$ cat src/rtl/tln_pkg.sv
// ----------------------------------------------------------------------------
// tln_pkg
// Shared types and constants of the text line normalizer.
// ----------------------------------------------------------------------------
package tln_pkg;

    localparam int          CFG_W     = 6;
    localparam logic [5:0]  CFG_RESET = 6'd63;
    localparam int          BYTE_W    = 8;
    localparam int          CHAR_W    = 7;

    localparam logic [7:0]  CH_NL     = 8'h0A;
    localparam logic [7:0]  CH_SPACE  = 8'h20;
    localparam logic [7:0]  CH_TAB    = 8'h09;
    localparam logic [7:0]  CH_CR     = 8'h0D;
    localparam logic [7:0]  CH_NUL    = 8'h00;

    typedef enum logic [2:0] {
        S_IDLE,
        S_SETTLE,
        S_ACT,
        S_EMIT_RD,
        S_EMIT_WR,
        S_FINISH
    } t_state;

    // source of a stored character
    typedef enum logic [1:0] {
        SRC_LIVE,
        SRC_HELD,
        SRC_SPACE
    } t_src;

    typedef struct packed {
        logic load_in;      // latch input beat
        logic ws_update;    // fold live whitespace byte into run flags
        logic clr_run;      // run settled
        logic clr_run_all;  // drop run state at end of input
        logic store;        // append a character to the line
        t_src store_src;
        logic clear_line;
        logic emit_start;   // read index to zero
        logic emit_next;    // read index up by one
        logic load_out;     // output register from line store
        logic load_noline;  // output register with empty-input marker
    } t_dp_cmd;

    typedef struct packed {
        logic live_ws;
        logic live_end;
        logic live_zero;
        logic live_high;
        logic held_end;
        logic held_zero;
        logic held_high;
        logic in_run;
        logic run_nl;
        logic len_zero;
        logic last_space;
        logic emit_empty;
        logic emit_last;
        logic out_free;
    } t_dp_sts;

endpackage

$ cat src/rtl/tln_dp.sv
// ----------------------------------------------------------------------------
// tln_dp
// Datapath: input latch, run flags, line store, read index, output register.
// ----------------------------------------------------------------------------
module tln_dp #(
    parameter int LINE_CAPACITY = 63
) (
    input  logic                   i_clk,
    input  logic                   i_rst_n,
    input  logic [7:0]             i_data,
    input  logic                   i_end,
    input  logic                   i_cfg_wr_en,
    input  logic [5:0]             i_cfg_wr_data,
    input  logic                   i_out_ready,
    input  tln_pkg::t_dp_cmd       i_cmd,
    output tln_pkg::t_dp_sts       o_sts,
    output logic                   o_out_valid,
    output logic [6:0]             o_out_char,
    output logic                   o_out_last,
    output logic                   o_out_noline
);
    import tln_pkg::*;

    localparam int LW = $clog2(LINE_CAPACITY + 1);
    localparam int AW = (LINE_CAPACITY > 1) ? $clog2(LINE_CAPACITY) : 1;

    logic [BYTE_W-1:0] r_byte;
    logic              r_end;
    logic [LW-1:0]     r_len;
    logic              r_ovf;
    logic              r_run;
    logic              r_run_nl;
    logic              r_last_sp;
    logic [AW-1:0]     r_idx;
    logic [CFG_W-1:0]  r_cfg;
    logic [CHAR_W-1:0] r_mem [LINE_CAPACITY];
    logic [CHAR_W-1:0] r_rd_data;
    logic              r_out_valid;
    logic [CHAR_W-1:0] r_out_char;
    logic              r_out_last;
    logic              r_out_noline;

    logic [CFG_W-1:0]  w_lim;
    logic [CFG_W-1:0]  w_len6;
    logic              w_fits;
    logic              w_ovf_set;
    logic              w_trim;
    logic [LW-1:0]     w_elen;
    logic [BYTE_W-1:0] w_st_byte;
    logic              w_live_nl;

    assign w_lim  = (r_cfg > CFG_W'(LINE_CAPACITY)) ? CFG_W'(LINE_CAPACITY) : r_cfg;
    assign w_len6 = CFG_W'(r_len);
    assign w_fits = w_len6 < w_lim;
    // not storing means len >= lim already, so this covers both cases
    assign w_ovf_set = ({1'b0, w_len6} + (CFG_W+1)'(1)) >= {1'b0, w_lim};
    // only a settled run ever stores a space, and a trailing one is trimmed
    assign w_trim = r_last_sp & ~r_ovf;
    assign w_elen = r_len - LW'(w_trim);
    assign w_live_nl = (i_data == CH_NL);

    always_comb begin
        case (i_cmd.store_src)
            SRC_LIVE:  w_st_byte = i_data;
            SRC_HELD:  w_st_byte = r_byte;
            SRC_SPACE: w_st_byte = CH_SPACE;
            default:   w_st_byte = CH_SPACE;
        endcase
    end

    always_comb begin
        o_sts.live_ws    = (i_data == CH_SPACE) || (i_data >= CH_TAB && i_data <= CH_CR);
        o_sts.live_end   = i_end;
        o_sts.live_zero  = (i_data == CH_NUL);
        o_sts.live_high  = i_data[BYTE_W-1];
        o_sts.held_end   = r_end;
        o_sts.held_zero  = (r_byte == CH_NUL);
        o_sts.held_high  = r_byte[BYTE_W-1];
        o_sts.in_run     = r_run;
        o_sts.run_nl     = r_run_nl;
        o_sts.len_zero   = (r_len == '0);
        o_sts.last_space = r_last_sp;
        o_sts.emit_empty = r_ovf | (w_elen == '0);
        o_sts.emit_last  = (LW'(r_idx) == (w_elen - LW'(1)));
        o_sts.out_free   = ~r_out_valid | i_out_ready;
    end

    // line store, registered read at the emit index
    always_ff @(posedge i_clk) begin
        if (i_cmd.store && w_fits) begin
            r_mem[r_len[AW-1:0]] <= w_st_byte[CHAR_W-1:0];
        end
        r_rd_data <= r_mem[r_idx];
    end

    // payload registers
    always_ff @(posedge i_clk) begin
        if (i_cmd.load_in) begin
            r_byte <= i_data;
        end
        if (i_cmd.emit_start) begin
            r_idx <= '0;
        end else if (i_cmd.emit_next) begin
            r_idx <= r_idx + AW'(1);
        end
        if (i_cmd.load_out) begin
            r_out_char   <= r_rd_data;
            r_out_last   <= o_sts.emit_last;
            r_out_noline <= 1'b0;
        end else if (i_cmd.load_noline) begin
            r_out_char   <= '0;
            r_out_last   <= 1'b0;
            r_out_noline <= 1'b1;
        end
    end

    // control registers
    always_ff @(posedge i_clk) begin
        if (!i_rst_n) begin
            r_end       <= 1'b0;
            r_len       <= '0;
            r_ovf       <= 1'b0;
            r_run       <= 1'b0;
            r_run_nl    <= 1'b0;
            r_last_sp   <= 1'b0;
            r_cfg       <= CFG_RESET;
            r_out_valid <= 1'b0;
        end else begin
            if (i_cfg_wr_en) begin
                r_cfg <= i_cfg_wr_data;
            end
            if (i_cmd.load_in) begin
                r_end <= i_end;
            end
            if (i_cmd.ws_update) begin
                r_run    <= 1'b1;
                r_run_nl <= r_run ? (r_run_nl | w_live_nl) : w_live_nl;
            end else if (i_cmd.clr_run_all) begin
                r_run    <= 1'b0;
                r_run_nl <= 1'b0;
            end else if (i_cmd.clr_run) begin
                r_run    <= 1'b0;
            end
            if (i_cmd.clear_line) begin
                r_len     <= '0;
                r_ovf     <= 1'b0;
                r_last_sp <= 1'b0;
            end else if (i_cmd.store) begin
                if (w_fits) begin
                    r_len     <= r_len + LW'(1);
                    r_last_sp <= (i_cmd.store_src == SRC_SPACE);
                end
                if (w_ovf_set) begin
                    r_ovf <= 1'b1;
                end
            end
            if (i_cmd.load_out || i_cmd.load_noline) begin
                r_out_valid <= 1'b1;
            end else if (i_out_ready) begin
                r_out_valid <= 1'b0;
            end
        end
    end

    assign o_out_valid  = r_out_valid;
    assign o_out_char   = r_out_char;
    assign o_out_last   = r_out_last;
    assign o_out_noline = r_out_noline;

endmodule

$ cat src/rtl/tln_ctrl.sv
// ----------------------------------------------------------------------------
// tln_ctrl
// Controller: sequences run settling, storing and line emission per beat.
// ----------------------------------------------------------------------------
module tln_ctrl (
    input  logic                i_clk,
    input  logic                i_rst_n,
    input  logic                i_in_valid,
    output logic                o_in_ready,
    input  tln_pkg::t_dp_sts    i_sts,
    output tln_pkg::t_dp_cmd    o_cmd
);
    import tln_pkg::*;

    t_state r_state, n_state;
    logic   r_from_settle, n_from_settle;  // where an emission returns to
    logic   r_any, n_any;                  // current beat produced a character

    always_ff @(posedge i_clk) begin
        if (!i_rst_n) begin
            r_state       <= S_IDLE;
            r_from_settle <= 1'b0;
            r_any         <= 1'b0;
        end else begin
            r_state       <= n_state;
            r_from_settle <= n_from_settle;
            r_any         <= n_any;
        end
    end

    always_comb begin
        t_state w_ret;
        n_state       = r_state;
        n_from_settle = r_from_settle;
        n_any         = r_any;
        o_cmd         = '0;
        o_cmd.store_src = SRC_HELD;
        o_in_ready    = 1'b0;
        w_ret = r_from_settle ? S_ACT : (i_sts.held_end ? S_FINISH : S_IDLE);

        case (r_state)
            S_IDLE: begin
                o_in_ready = 1'b1;
                if (i_in_valid) begin
                    o_cmd.load_in = 1'b1;
                    n_any = 1'b0;
                    if (i_sts.live_end) begin
                        n_state = S_SETTLE;
                    end else if (i_sts.live_ws) begin
                        o_cmd.ws_update = 1'b1;
                    end else if (i_sts.in_run) begin
                        n_state = S_SETTLE;
                    end else if (i_sts.live_zero) begin
                        n_state = S_ACT;
                    end else if (!i_sts.live_high) begin
                        o_cmd.store     = 1'b1;
                        o_cmd.store_src = SRC_LIVE;
                    end
                end
            end
            S_SETTLE: begin
                n_state = S_ACT;
                if (i_sts.in_run) begin
                    o_cmd.clr_run = 1'b1;
                    if (!i_sts.len_zero) begin
                        if (i_sts.run_nl) begin
                            if (i_sts.emit_empty) begin
                                o_cmd.clear_line = 1'b1;
                            end else begin
                                o_cmd.emit_start = 1'b1;
                                n_from_settle    = 1'b1;
                                n_state          = S_EMIT_RD;
                            end
                        end else if (!i_sts.last_space) begin
                            o_cmd.store     = 1'b1;
                            o_cmd.store_src = SRC_SPACE;
                        end
                    end
                end
            end
            S_ACT: begin
                if (i_sts.held_end || i_sts.held_zero) begin
                    if (i_sts.emit_empty) begin
                        o_cmd.clear_line = 1'b1;
                        n_state = i_sts.held_end ? S_FINISH : S_IDLE;
                    end else begin
                        o_cmd.emit_start = 1'b1;
                        n_from_settle    = 1'b0;
                        n_state          = S_EMIT_RD;
                    end
                end else begin
                    if (!i_sts.held_high) begin
                        o_cmd.store     = 1'b1;
                        o_cmd.store_src = SRC_HELD;
                    end
                    n_state = S_IDLE;
                end
            end
            S_EMIT_RD: begin
                n_state = S_EMIT_WR;
            end
            S_EMIT_WR: begin
                if (i_sts.out_free) begin
                    o_cmd.load_out = 1'b1;
                    n_any = 1'b1;
                    if (i_sts.emit_last) begin
                        o_cmd.clear_line = 1'b1;
                        n_state = w_ret;
                    end else begin
                        o_cmd.emit_next = 1'b1;
                        n_state = S_EMIT_RD;
                    end
                end
            end
            S_FINISH: begin
                if (r_any) begin
                    o_cmd.clr_run_all = 1'b1;
                    n_state = S_IDLE;
                end else if (i_sts.out_free) begin
                    o_cmd.load_noline = 1'b1;
                    o_cmd.clr_run_all = 1'b1;
                    n_state = S_IDLE;
                end
            end
            default: begin
                n_state = S_IDLE;
            end
        endcase
    end

endmodule

$ cat src/rtl/text_line_normalizer_top.sv
// ----------------------------------------------------------------------------
// text_line_normalizer_top
// Byte stream in, normalized text lines out, one character per beat.
// ----------------------------------------------------------------------------
// Usage:
//   Input beats carry one raw byte on s_axis tdata; tuser set marks end of
//   stream (byte ignored, pending line flushed). Output beats carry one
//   character each; tlast flags the final character of a line, and tuser
//   flags the single "no line" beat sent when end of stream has nothing to
//   flush. max_line_length is written through i_cfg_wr_en/i_cfg_wr_data
//   while the block is idle; a line reaching that length is discarded.
// Sequence:
//   A printable, dropped or whitespace byte is handled in the idle state.
//   A zero byte outside a run also passes the act state, a byte that settles
//   a run the settle and act states, end of stream settle, act and finish,
//   each plus the line readout, which reads each character from the
//   registered line store in a read state and loads it out in a write state.
//   A line flushed by a run with newline is emitted from the settle state,
//   otherwise from the act state.
// Reset:
//   i_rst_n low (synchronous) empties the line, clears run state and sets
//   the limit to 63. Line store contents are not cleared.
// Stall:
//   The output register holds a beat until taken; the readout waits on it,
//   and input is not taken during a readout.
// ----------------------------------------------------------------------------
module text_line_normalizer_top #(
    parameter int LINE_CAPACITY = 63
) (
    input  logic       i_clk,
    input  logic       i_rst_n,
    // input stream
    input  logic       i_s_axis_tvalid,
    output logic       o_s_axis_tready,
    input  logic [7:0] i_s_axis_tdata,   // [7:0] data_byte
    input  logic       i_s_axis_tuser,   // [0] end_of_input
    // output stream
    output logic       o_m_axis_tvalid,
    input  logic       i_m_axis_tready,
    output logic [7:0] o_m_axis_tdata,   // [6:0] out_char, [7] zero
    output logic       o_m_axis_tlast,   // last_of_line
    output logic       o_m_axis_tuser,   // [0] no_line
    // configuration
    input  logic       i_cfg_wr_en,
    input  logic [5:0] i_cfg_wr_data     // max_line_length
);
    import tln_pkg::*;

    t_dp_cmd    w_cmd;   // controller -> datapath
    t_dp_sts    w_sts;   // datapath -> controller
    logic [6:0] w_char;

    tln_ctrl u_ctrl (
        .i_clk      (i_clk),
        .i_rst_n    (i_rst_n),
        .i_in_valid (i_s_axis_tvalid),
        .o_in_ready (o_s_axis_tready),
        .i_sts      (w_sts),
        .o_cmd      (w_cmd)
    );

    tln_dp #(
        .LINE_CAPACITY (LINE_CAPACITY)
    ) u_dp (
        .i_clk         (i_clk),
        .i_rst_n       (i_rst_n),
        .i_data        (i_s_axis_tdata),
        .i_end         (i_s_axis_tuser),
        .i_cfg_wr_en   (i_cfg_wr_en),
        .i_cfg_wr_data (i_cfg_wr_data),
        .i_out_ready   (i_m_axis_tready),
        .i_cmd         (w_cmd),
        .o_sts         (w_sts),
        .o_out_valid   (o_m_axis_tvalid),
        .o_out_char    (w_char),
        .o_out_last    (o_m_axis_tlast),
        .o_out_noline  (o_m_axis_tuser)
    );

    // pad character to a whole byte
    assign o_m_axis_tdata = {1'b0, w_char};

endmodule
$ cat config.mk
export PLATFORM = sky130hd
export DESIGN_NAME = text_line_normalizer_top
export DESIGN_NICKNAME = d
export VERILOG_FILES = /design/src/rtl/tln_pkg.sv /design/src/rtl/tln_dp.sv /design/src/rtl/tln_ctrl.sv /design/src/rtl/text_line_normalizer_top.sv
export SDC_FILE = /design/constraint.sdc
export NUM_CORES = 1
export LEC_CHECK = 0
export CORE_MARGIN = 2
export CORE_UTILIZATION = 40
export DETAILED_ROUTE_END_ITERATION = 8
export DONT_BUFFER_PORTS = 1
export HOLD_SLACK_MARGIN = 0.05
export PLACE_DENSITY = 0.53
export SYNTH_ARGS = -nofsm -noshare
export SYNTH_HDL_FRONTEND = slang
export SYNTH_SLANG_ARGS = --single-unit
$ cat constraint.sdc
create_clock -name i_clk -period 8.5 [get_ports i_clk]
set_clock_uncertainty 0.1 [all_clocks]
set_input_delay 1.7 -clock i_clk [delete_from_list [all_inputs] [get_ports i_clk]]
set_output_delay 1.7 -clock i_clk [all_outputs]
set_load 0.1 [all_outputs]
Word-level counts from Yosys, hierarchy flattened

Memory sizes are Yosys's and may differ from the RTL's. A register that Yosys moved wholly into a read port is not among the register bits.
Cells that the tools add are included.

Flip-flop bits (word level): 46
Output and inout bits: 12
Bits in latches: 0
ROM bits: 0
RAM bits: 441
Memories kept: 1
Word-level logic and storage cells: 158

Memories:

| name       | depth | width | read ports | clocked after memory_dff | wr ports | line         | RTL |
|---|---|---|---|---|---|---|---|
| u_dp.r_mem | 63    | 7     | 1          | 1                        | 1        | tln_dp.sv:36 | `logic [CHAR_W-1:0] r_mem [LINE_CAPACITY];` |

Shifts and indexed selects: 0
Multipliers: 0
Muxes and demuxes: 80
Order comparisons: 5
Bitwise operators: 7
Equality and inequality tests: 21
Divide/modulo/power cells: 0
$add $sub $neg: 5
Reductions and logical operators: 23

Operator list:

| kind                                                                                 | number |
|---|---|
| 3-bit two-way mux                                                                    | 26 |
| 1-bit two-way mux                                                                    | 36 |
| 3-bit one-hot mux with 6 select lines                                                | 1 |
| 8-bit logical NOT                                                                    | 2 |
| 7-bit two-way mux                                                                    | 2 |
| 7-bit one-hot mux with 2 select lines                                                | 1 |
| 6-bit by 1-bit adder with 6-bit output (second input constant)                       | 2 |
| 6-bit logical NOT                                                                    | 2 |
| 2-bit two-way mux                                                                    | 6 |
| 5-bit two-way mux                                                                    | 2 |
| 2-bit nonzero test                                                                   | 5 |
| 3-bit one-hot mux with 3 select lines                                                | 1 |
| 8-bit by 4-bit equality test with 1-bit output (second input constant)               | 1 |
| 8-bit by 6-bit equality test with 1-bit output (second input constant)               | 1 |
| 8-bit by 4-bit greater-or-equal comparator with 1-bit output (second input constant) | 1 |
| 8-bit by 4-bit <= comparator with 1-bit output (second input constant)               | 1 |
| 2-bit by 1-bit != test with 1-bit output (second input constant)                     | 4 |
| 2-bit != test (second input constant)                                                | 4 |
| 6-bit by 1-bit adder with 7-bit output (second input constant)                       | 1 |
| 7-bit by 6-bit greater-or-equal comparator with 1-bit output                         | 1 |
| 7-bit AND reduction                                                                  | 1 |
| 3-bit by 2-bit equality test with 1-bit output (second input constant)               | 2 |
| 3-bit equality test (second input constant)                                          | 2 |
| 6-bit equality test                                                                  | 1 |
| 25 further kinds                                                                     | 35 |

Longest topological paths before layout

Gate-level depths: netlist of run 1.

Depth after elaboration: 13
Depth in mapped cells: 12
Gate-level depth less buffers: 11

Hierarchy

Synthesis of run 1 repeated with hierarchy kept, for this count alone.

Cell total of the unflattened synthesis: 1151
Area, all modules: 20355.8 um^2

By module, submodules not included:

| module                   | area an instance (um^2) | times used | cells an instance |
|---|---|---|---|
| tln_dp                   | 19865.3                 | 1          | 1083 |
| tln_ctrl                 | 479.2                   | 1          | 66 |
| text_line_normalizer_top | 11.3                    | 1          | 2 |

Worst setup path after synthesis of run 1

No wires, ideal clock.

Path kind: input-to-reg
Start: in i_s_axis_tdata[0]
End: mem u_dp.r_mem[0][2], data pin
Buffers on the path: 0
Setup time: 695 ps
Stages: 5
Arrival: 4904 ps
Path slack: 2801 ps
Path through: or3_1 -> a21oi_1 -> o21ai_1 -> nand2_1 -> o21ai_0

Longest elaborated chain between the ends: 9
Elaborated cells on any way between the ends: 15
Classes of those cells: 2 x order compare; 2 x eq/ne; 7 x mux; 4 x reduce/logical

Ends and longest elaborated chain:

| element                                                                                    | line                           | RTL |
|---|---|---|
| from (decl)                                                                                | text_line_normalizer_top.sv:35 | `input logic [7:0] i_s_axis_tdata,` |
| 8-bit by 4-bit greater-or-equal comparator with 1-bit output, or another cell as far along | tln_dp.sv:72                   | `o_sts.live_ws = (i_data == CH_SPACE) \|\| (i_data >= CH_TAB && i_data <= CH_CR);` |
| 1-bit logical AND or 3-bit two-way mux (tied branches)                                     | tln_dp.sv:72, tln_ctrl.sv:53   |  |
| 1-bit logical OR or 3-bit two-way mux (tied branches)                                      | tln_dp.sv:72, tln_ctrl.sv:51   |  |
| 3-bit two-way mux *                                                                        | tln_ctrl.sv:49                 | `end else if (i_sts.live_ws) begin` |
| 3-bit two-way mux *                                                                        | tln_ctrl.sv:47                 | `if (i_sts.live_end) begin` |
| 3-bit two-way mux *                                                                        | tln_ctrl.sv:44                 | `if (i_in_valid) begin` |
| 3-bit one-hot mux with 3 select lines *                                                    | tln_ctrl.sv:41                 | `case (r_state)` |
| 2-bit by 1-bit equality test with 1-bit output or 2-bit logical NOT (tied branches)        | tln_dp.sv:63                   | `case (i_cmd.store_src)` |
| 7-bit one-hot mux with 2 select lines *                                                    | tln_dp.sv:63                   |  |
| named net u_dp.w_st_byte[2]                                                                | tln_dp.sv:49                   | `logic [BYTE_W-1:0] w_st_byte;` |
| to (decl)                                                                                  | tln_dp.sv:36                   |  |

Mark *: on every way through the listed nets, which the timed path passes. The rest lies on a longest branch.

Final worst setup path of run 1

Start: reg u_ctrl.r_state[0]
End: mem u_dp.r_mem[37][5] (enable)

Longest elaborated chain between the ends: 5
Elaborated cells on any way between the ends: 7
Classes of those cells: 2 x eq/ne; 3 x mux; 2 x reduce/logical

Ends and longest elaborated chain:

| element                                                                      | line           | RTL |
|---|---|---|
| from (decl)                                                                  | tln_ctrl.sv:15 | `t_state r_state, n_state;` |
| from (signal assigned)                                                       | tln_ctrl.sv:25 | `r_state <= n_state;` |
| 3-bit by 2-bit equality test with 1-bit output, or another cell as far along | tln_ctrl.sv:41 |  |
| 3-bit one-hot mux with 3 select lines *                                      | tln_ctrl.sv:41 |  |
| 1-bit logical AND *                                                          | tln_dp.sv:90   | `if (i_cmd.store && w_fits) begin` |
| 1-bit two-way mux *                                                          | tln_dp.sv:90   |  |
| 1-bit two-way mux (not written as such) *                                    | tln_dp.sv:91   | `r_mem[r_len[AW-1:0]] <= w_st_byte[CHAR_W-1:0];` |

Every way passes the cells marked *; elsewhere a longest branch is shown, timed or not.

==> results of run 1 <==
==> final timing paths <==
path                startpoint           endpoint  slack, ns  cells after the start
min             u_dp.r_last_sp     u_dp.r_last_sp       0.40                      2
max          u_ctrl.r_state[0]  u_dp.r_mem[37][5]       3.93                      7
max reg2reg  u_ctrl.r_state[0]  u_dp.r_mem[37][5]       3.93                      7
min reg2reg     u_dp.r_last_sp     u_dp.r_last_sp       0.40                      2
==> sequential cells by signal, indices dropped and copies added, names as in the netlist <==
| register | flops |
|---|---|
| u_dp.r_idx | 6 |
| u_dp.r_mem | 441 |
| u_dp.r_run_nl | 1 |
| u_dp.r_last_sp | 1 |
| u_dp.o_out_noline | 1 |
| u_ctrl.r_state | 3 |
| u_ctrl.r_from_settle | 1 |
| u_dp.r_ovf | 1 |
| u_dp.r_rd_data | 7 |
| u_dp.o_out_valid | 1 |
| u_dp.r_byte | 8 |
| u_dp.o_out_last | 1 |
| u_dp.r_len | 6 |
| u_ctrl.r_any | 1 |
| u_dp.r_end | 1 |
| u_dp.r_cfg | 6 |
| u_dp.r_run | 1 |
| u_dp.o_out_char | 7 |
==> worst register-to-register path: cells and delay by family, from the launching register on <==
family,cells,cell delay (ns)
simple gates,6,3.44
compound gates,1,0.21
flops,1,0.45
==> cells by family (layout without fill, tap and decap cells) <==
logic type,after synthesis,after routing,share of synthesized area (%)
and+or+nand+nor,219,219,5.37
buffers and inverters,76,122,1.54
muxes,154,154,16.2
DFF,494,494,72.1
adders and majority gates,19,19,1.19
xor gates and xnor gates,19,19,0.830
other,1,2,0.0187
AOI/OAI and AO/OA,82,82,2.71
==> routing by layer <==
layer  share of wire [%]  GRT usage (%)
met2                  47           29.5
met5                   0              0
met4                 3.0           6.86
met1                  43           26.8
met3                 6.8           4.18
==> report_power, final <==
group	internal, mW	switching [mW]
Clock	1.29	0.946
Combinational	0.566	0.596
Sequential	2.73	0.119
==> cell usage in the layout (no fill, tap or decap), drive strengths merged, types with 7 or more instances in the layout <==
master and instances:
a21oi 16, and2 8, buf 7, clkbuf 61
clkinv 23, dfxtp 37, edfxtp 457, ha 19
inv 21, mux2i 17, mux4 137, nand2 47
nand2b 8, nand3 17, nor2 85, nor2b 11
nor3 7, o211ai 10, o21a 7, o21ai 20
or3 10, xnor2 15
==> metrics by stage <==
stage                     cells  worst slack (ns)
after floorplan            1064              2.80
after global placement     1686              3.77
after detailed placement   1686              3.70
after CTS                  1782              3.89
after global routing       1782              3.66
final                      1783              3.93
==> area by class of cell <==
class | instances | share of cell area, %
repair buffers | 7 | 0.289
inverters | 19 | 0.317
clock inverters | 35 | 1.63
diodes | 1 | 0.0111
multi-input cells | 494 | 23.8
flip-flops and latches | 494 | 64.4
well taps | 672 | 3.74
clock buffers | 61 | 5.85
==> impl_metrics.tcl, run 1 <==
set metrics [dict create \
    finalPower_mw 6.26 \
    cp_max_fo 12 \
    overflow 0 \
    syn_to_final_growth_pct 12.1 \
    globalplace.congestion 0.800 \
    dr.pass1.iters 5 \
    worst_pin_slew_ns 1.07 \
    placed_cell_area_sq_um 20800 \
    ir_worst_vdd_mv 0.164 \
    setup-tns-final_ns 0 \
    setup_viol 0 \
    ys.flop_type "edfxtp_1" \
    rsz0062_at_grt "false" \
    yosysMostFrequentCell "edfxtp_1" \
    drc_errors 0 \
    grt_pass1_wl_mm 71.8 \
    synth_cell_types 57 \
    slowest_stage "nor3_4" \
    synth_top_area_share_pct 68.4 \
    cp-end-kind "flip-flop" \
    seqCellArea_sq_um 14500 \
    rows 82 \
    post_drt_wl_per_cell_um 27.4 \
    period_share_pct 53.8 \
    clk_pin_slew_ns 0.06 \
    postCtsResizedCells 0 \
    hold_buffers 0 \
    path_delay_family "simple AND/OR/NAND/NOR gates" \
    syn_nets 1103 \
    cellPowerDensity_nw_per_um2 278 \
    fp.dieArea_sq_um 51900 \
    synth_commonest_cells "457 x edfxtp_1, 137 x mux4_2, 85 x nor2_1" \
    yosys.area.top_type "edfxtp_1" \
    cts_buffer_depth 3 \
    core_area_sq_um 49900 \
    vias 9936 \
    hpwl_mm 29.4 \
    status "complete, no violations" \
    synth_area_sq_um 20100 \
    synth_edf_count 457 \
    io_buffers 0 \
    layout.nets 1106 \
    cp.required_ns 8.63 \
    grt_max_degree 88 \
    max_slew_margin_pct 28.5 \
    max_cap_viol_count 0 \
    async_reset_ff_share_pct 0 \
    ant_nets 0 \
    seq_area_frac_synth_pct 72.1 \
    drt-initial-drc-count 1122 \
    min_period_ns 4.57 \
    grt_use_total_pct 19.1 \
    netlist_instances 1064 \
    cp_cell_sequence "nor3_4 -> nand2_2 -> nor4_4 -> a221oi_2 -> nor3_2 -> nand3_1 -> nor2_1" \
    hold_viol 0 \
    cts-htree-levels 2 \
    fmax_mhz 219 \
    die_w_um 228 \
    p_leak_nw 7.23 \
    start_util_pct 40.2 \
    numCtsBuffers 51 \
    utilization_pct 45.1 \
    multi_input_area_sq_um 5340 \
    ioPinCount 32 \
    cts-root-buf "clkbuf_16" \
    clk_latency_ns 0.61 \
    syn-mean-instance-area_sq_um 18.9 \
    drive_gt1_share_pct 21.7 \
    cts_tree "built" \
    fillers 4294 \
    routed_wl_mm 48.9 \
    synthTopCellsByArea "edfxtp_1 68%, mux4_2 15%, dfxtp_1 3.7%, nor2_1 1.6%, ha_1 1.2%" \
    critPathKind "flip-flop to flip-flop" \
    synth_seq_cells 494 \
    clock_sink_count 494 \
    worst-path-buf-inv 0 \
    hp-class "flip-flop to flip-flop" \
    vias_per_cell 5.57 \
    critical-path-max-stage-delay_ns 0.92 \
    post_cts_buffers 0 \
    slew_violations 0 \
    yosysWarnings 0 \
    antenna_found_initial 1 \
    start_kind "flip-flop" \
    arrival_ns 4.70 \
    whs_ns 0.399 \
    grt_pass1_vias 10200 \
    die_h_um 228 \
    postLayoutCellArea_sq_um 22500 \
]
Note: power is estimated with default switching activity, not from simulation.
==> run 2: changes to the inputs <==
==> constraint.sdc (replaced) <==
create_clock -name i_clk -period 4.3 [get_ports i_clk]
set_clock_uncertainty 0.1 [all_clocks]
set_input_delay 0.86 -clock i_clk [delete_from_list [all_inputs] [get_ports i_clk]]
set_output_delay 0.86 -clock i_clk [all_outputs]
set_load 0.1 [all_outputs]
==> run 2 against run 1 <==
Compared with the run above:
- hold slack got worse by 0.17 ns
- global-route usage shrank 0.22 points
- die area unchanged
- combinational power up 110%
- via count increased by 0.93%
- core utilization up 0.44 points
- wire length fell by 1.0%
- critical path depth rose by 2
- largest power group unchanged
- critical endpoint is now u_dp.r_mem[49][5]
- worst setup slack worse by 3.5 ns
- non-clock buffer count is 23 higher
==> impl_metrics.tcl, run 2 (synthesized netlist as in run 1, its figures left out) <==
set metrics [dict create \
    status "complete, no violations" \
    cts_tree "built" \
    vias_per_cell 5.56 \
    r2r_cells 9 \
    slew_violations 0 \
    largest_reg_flops 441 \
    cp-end-kind "flip-flop" \
    start_kind "flip-flop" \
    placed_cells 1709 \
    max_slew_margin_pct 26.5 \
    cts-htree-levels 2 \
    routed_wl_mm 48.4 \
    cellPowerDensity_nw_per_um2 550 \
    hpwl_mm 30.5 \
    postLayoutCellArea_sq_um 22700 \
    worst_pin_slew_ns 1.10 \
    clk_pin_slew_ns 0.06 \
    fp.dieArea_sq_um 51900 \
    r2r-start "u_dp.r_len[0]" \
    syn_to_final_growth_pct 13.2 \
    io_buffers 0 \
    vias 10000 \
    drive_gt1_share_pct 23.1 \
    globalplace.congestion 0.782 \
    arrival_ns 3.96 \
    cp_max_fo 9 \
    ir_worst_vdd_mv 0.297 \
    crit_start "u_dp.r_len[0]" \
    core_area_sq_um 49900 \
    cp.required_ns 4.41 \
    post_drt_wl_per_cell_um 26.8 \
    p_leak_nw 7.37 \
    grt_pass1_wl_mm 71.9 \
    instances_no_fill 1804 \
    overflow 0 \
    layout.nets 1129 \
    fmax_mhz 260 \
    fillers 4298 \
    rows 82 \
    drt-initial-drc-count 942 \
    placed_cell_area_sq_um 21000 \
    antenna_found_initial 2 \
    hp-class "primary input to flip-flop" \
    rsz0062_at_grt "false" \
    most-common-layout-cells "457 x edfxtp_1, 137 x mux4_2, 85 x nor2_1" \
    post_cts_buffers 0 \
    hold_viol 0 \
    ant_nets 0 \
    grt_pass1_vias 10300 \
    die_h_um 228 \
    cts-root-buf "clkbuf_16" \
    r2r_slack_ns 0.46 \
    setup_viol 0 \
    critPathKind "flip-flop to flip-flop" \
    numCtsBuffers 51 \
    antenna_cells 0 \
    die_w_um 228 \
    clock_sink_count 494 \
    drc_errors 0 \
    clk_latency_ns 0.60 \
    dr.pass1.iters 4 \
    grt_max_degree 64 \
    r2r-end "u_dp.r_mem[49][5]" \
    crit_end "u_dp.r_mem[49][5]" \
    cts_buffer_depth 3 \
    min_period_ns 3.84 \
    grt_use_total_pct 18.9 \
    ioPinCount 32 \
    start_util_pct 40.2 \
    hold_buffers 0 \
    period_share_pct 89.4 \
    max_cap_viol_count 0 \
    layout_commonest_cell "edfxtp_1" \
]
-- run 2: cell count changes in the layout (fill, tap and decap cells not counted), sizes merged --
cell,previous run,this run
clkinvlp,4,2
diode,1,0
clkbuf,61,64
buf,7,30
bufinv,6,5
inv,21,20
-- run 2: routing by layer --
layer / vias up / GRT usage, % / part of all wire, %
li1: 4342 / - / -
met1: 5306 / 27.6 / 46
met2: 317 / 29.5 / 47
met3: 61 / 3.72 / 5.7
met4: 2 / 4.04 / 1.7
met5: - / 0 / 0.027
-- run 2: what timing repair did --
item                                    in CTS  in global routing
hold endpoints to repair                     0                  0
endpoints found under the setup margin       0                  9
gates resized for setup                      0                  1
-- run 2: cell type report --
cell class | count | area, sq um | area share, %
well taps | 672 | 841 | 3.70
clock inverters | 31 | 285 | 1.26
multi-input cells | 494 | 5330 | 23.5
inverters | 19 | 71.3 | 0.314
clock buffers | 64 | 1390 | 6.11
repair buffers | 30 | 313 | 1.38
flip-flops and latches | 494 | 14500 | 63.8
-- run 2: worst min-delay path by stage --
stage,start,cells after the start,to
finish,i_rst_n,1,u_dp.r_cfg[0]
global route,i_rst_n,1,u_dp.r_cfg[0]
CTS,i_rst_n,1,u_dp.r_cfg[0]
detailed placement,u_dp.r_last_sp,2,u_dp.r_last_sp
global placement,u_dp.r_rd_data[2],1,u_dp.o_out_char[2]
floorplan,u_dp.r_last_sp,2,u_dp.r_last_sp
-- run 2: critical path, cell delays in order (launching register included) --
cell and delay, ns:
dfxtp_1 0.46, inv_1 0.21, ha_1 0.24, nand2b_1 0.09, o211ai_1 0.21, inv_1 0.21
a221oi_2 0.11, or3_1 0.49, or4_1 0.70, nor2_1 0.63
-- run 2: stage by stage --
step	worst slack, ns	total power, mW	TNS (ns)	hold slack, ns	util, %
floorplan	-1.06	7.32	-134.10	0.345	-
global placement	0.247	8.21	0	0.387	42.1
detailed placement	0.166	8.21	0	0.386	42.1
CTS	0.297	12.6	0	0.198	45.5
global route	0.259	12.9	0	0.223	45.5
finish	0.455	12.5	0	0.232	45.5
-- run 2: power breakdown --
group / internal (mW) / switching (mW)
registers: 5.40 / 0.249
clock network: 2.58 / 1.84
logic: 1.18 / 1.23
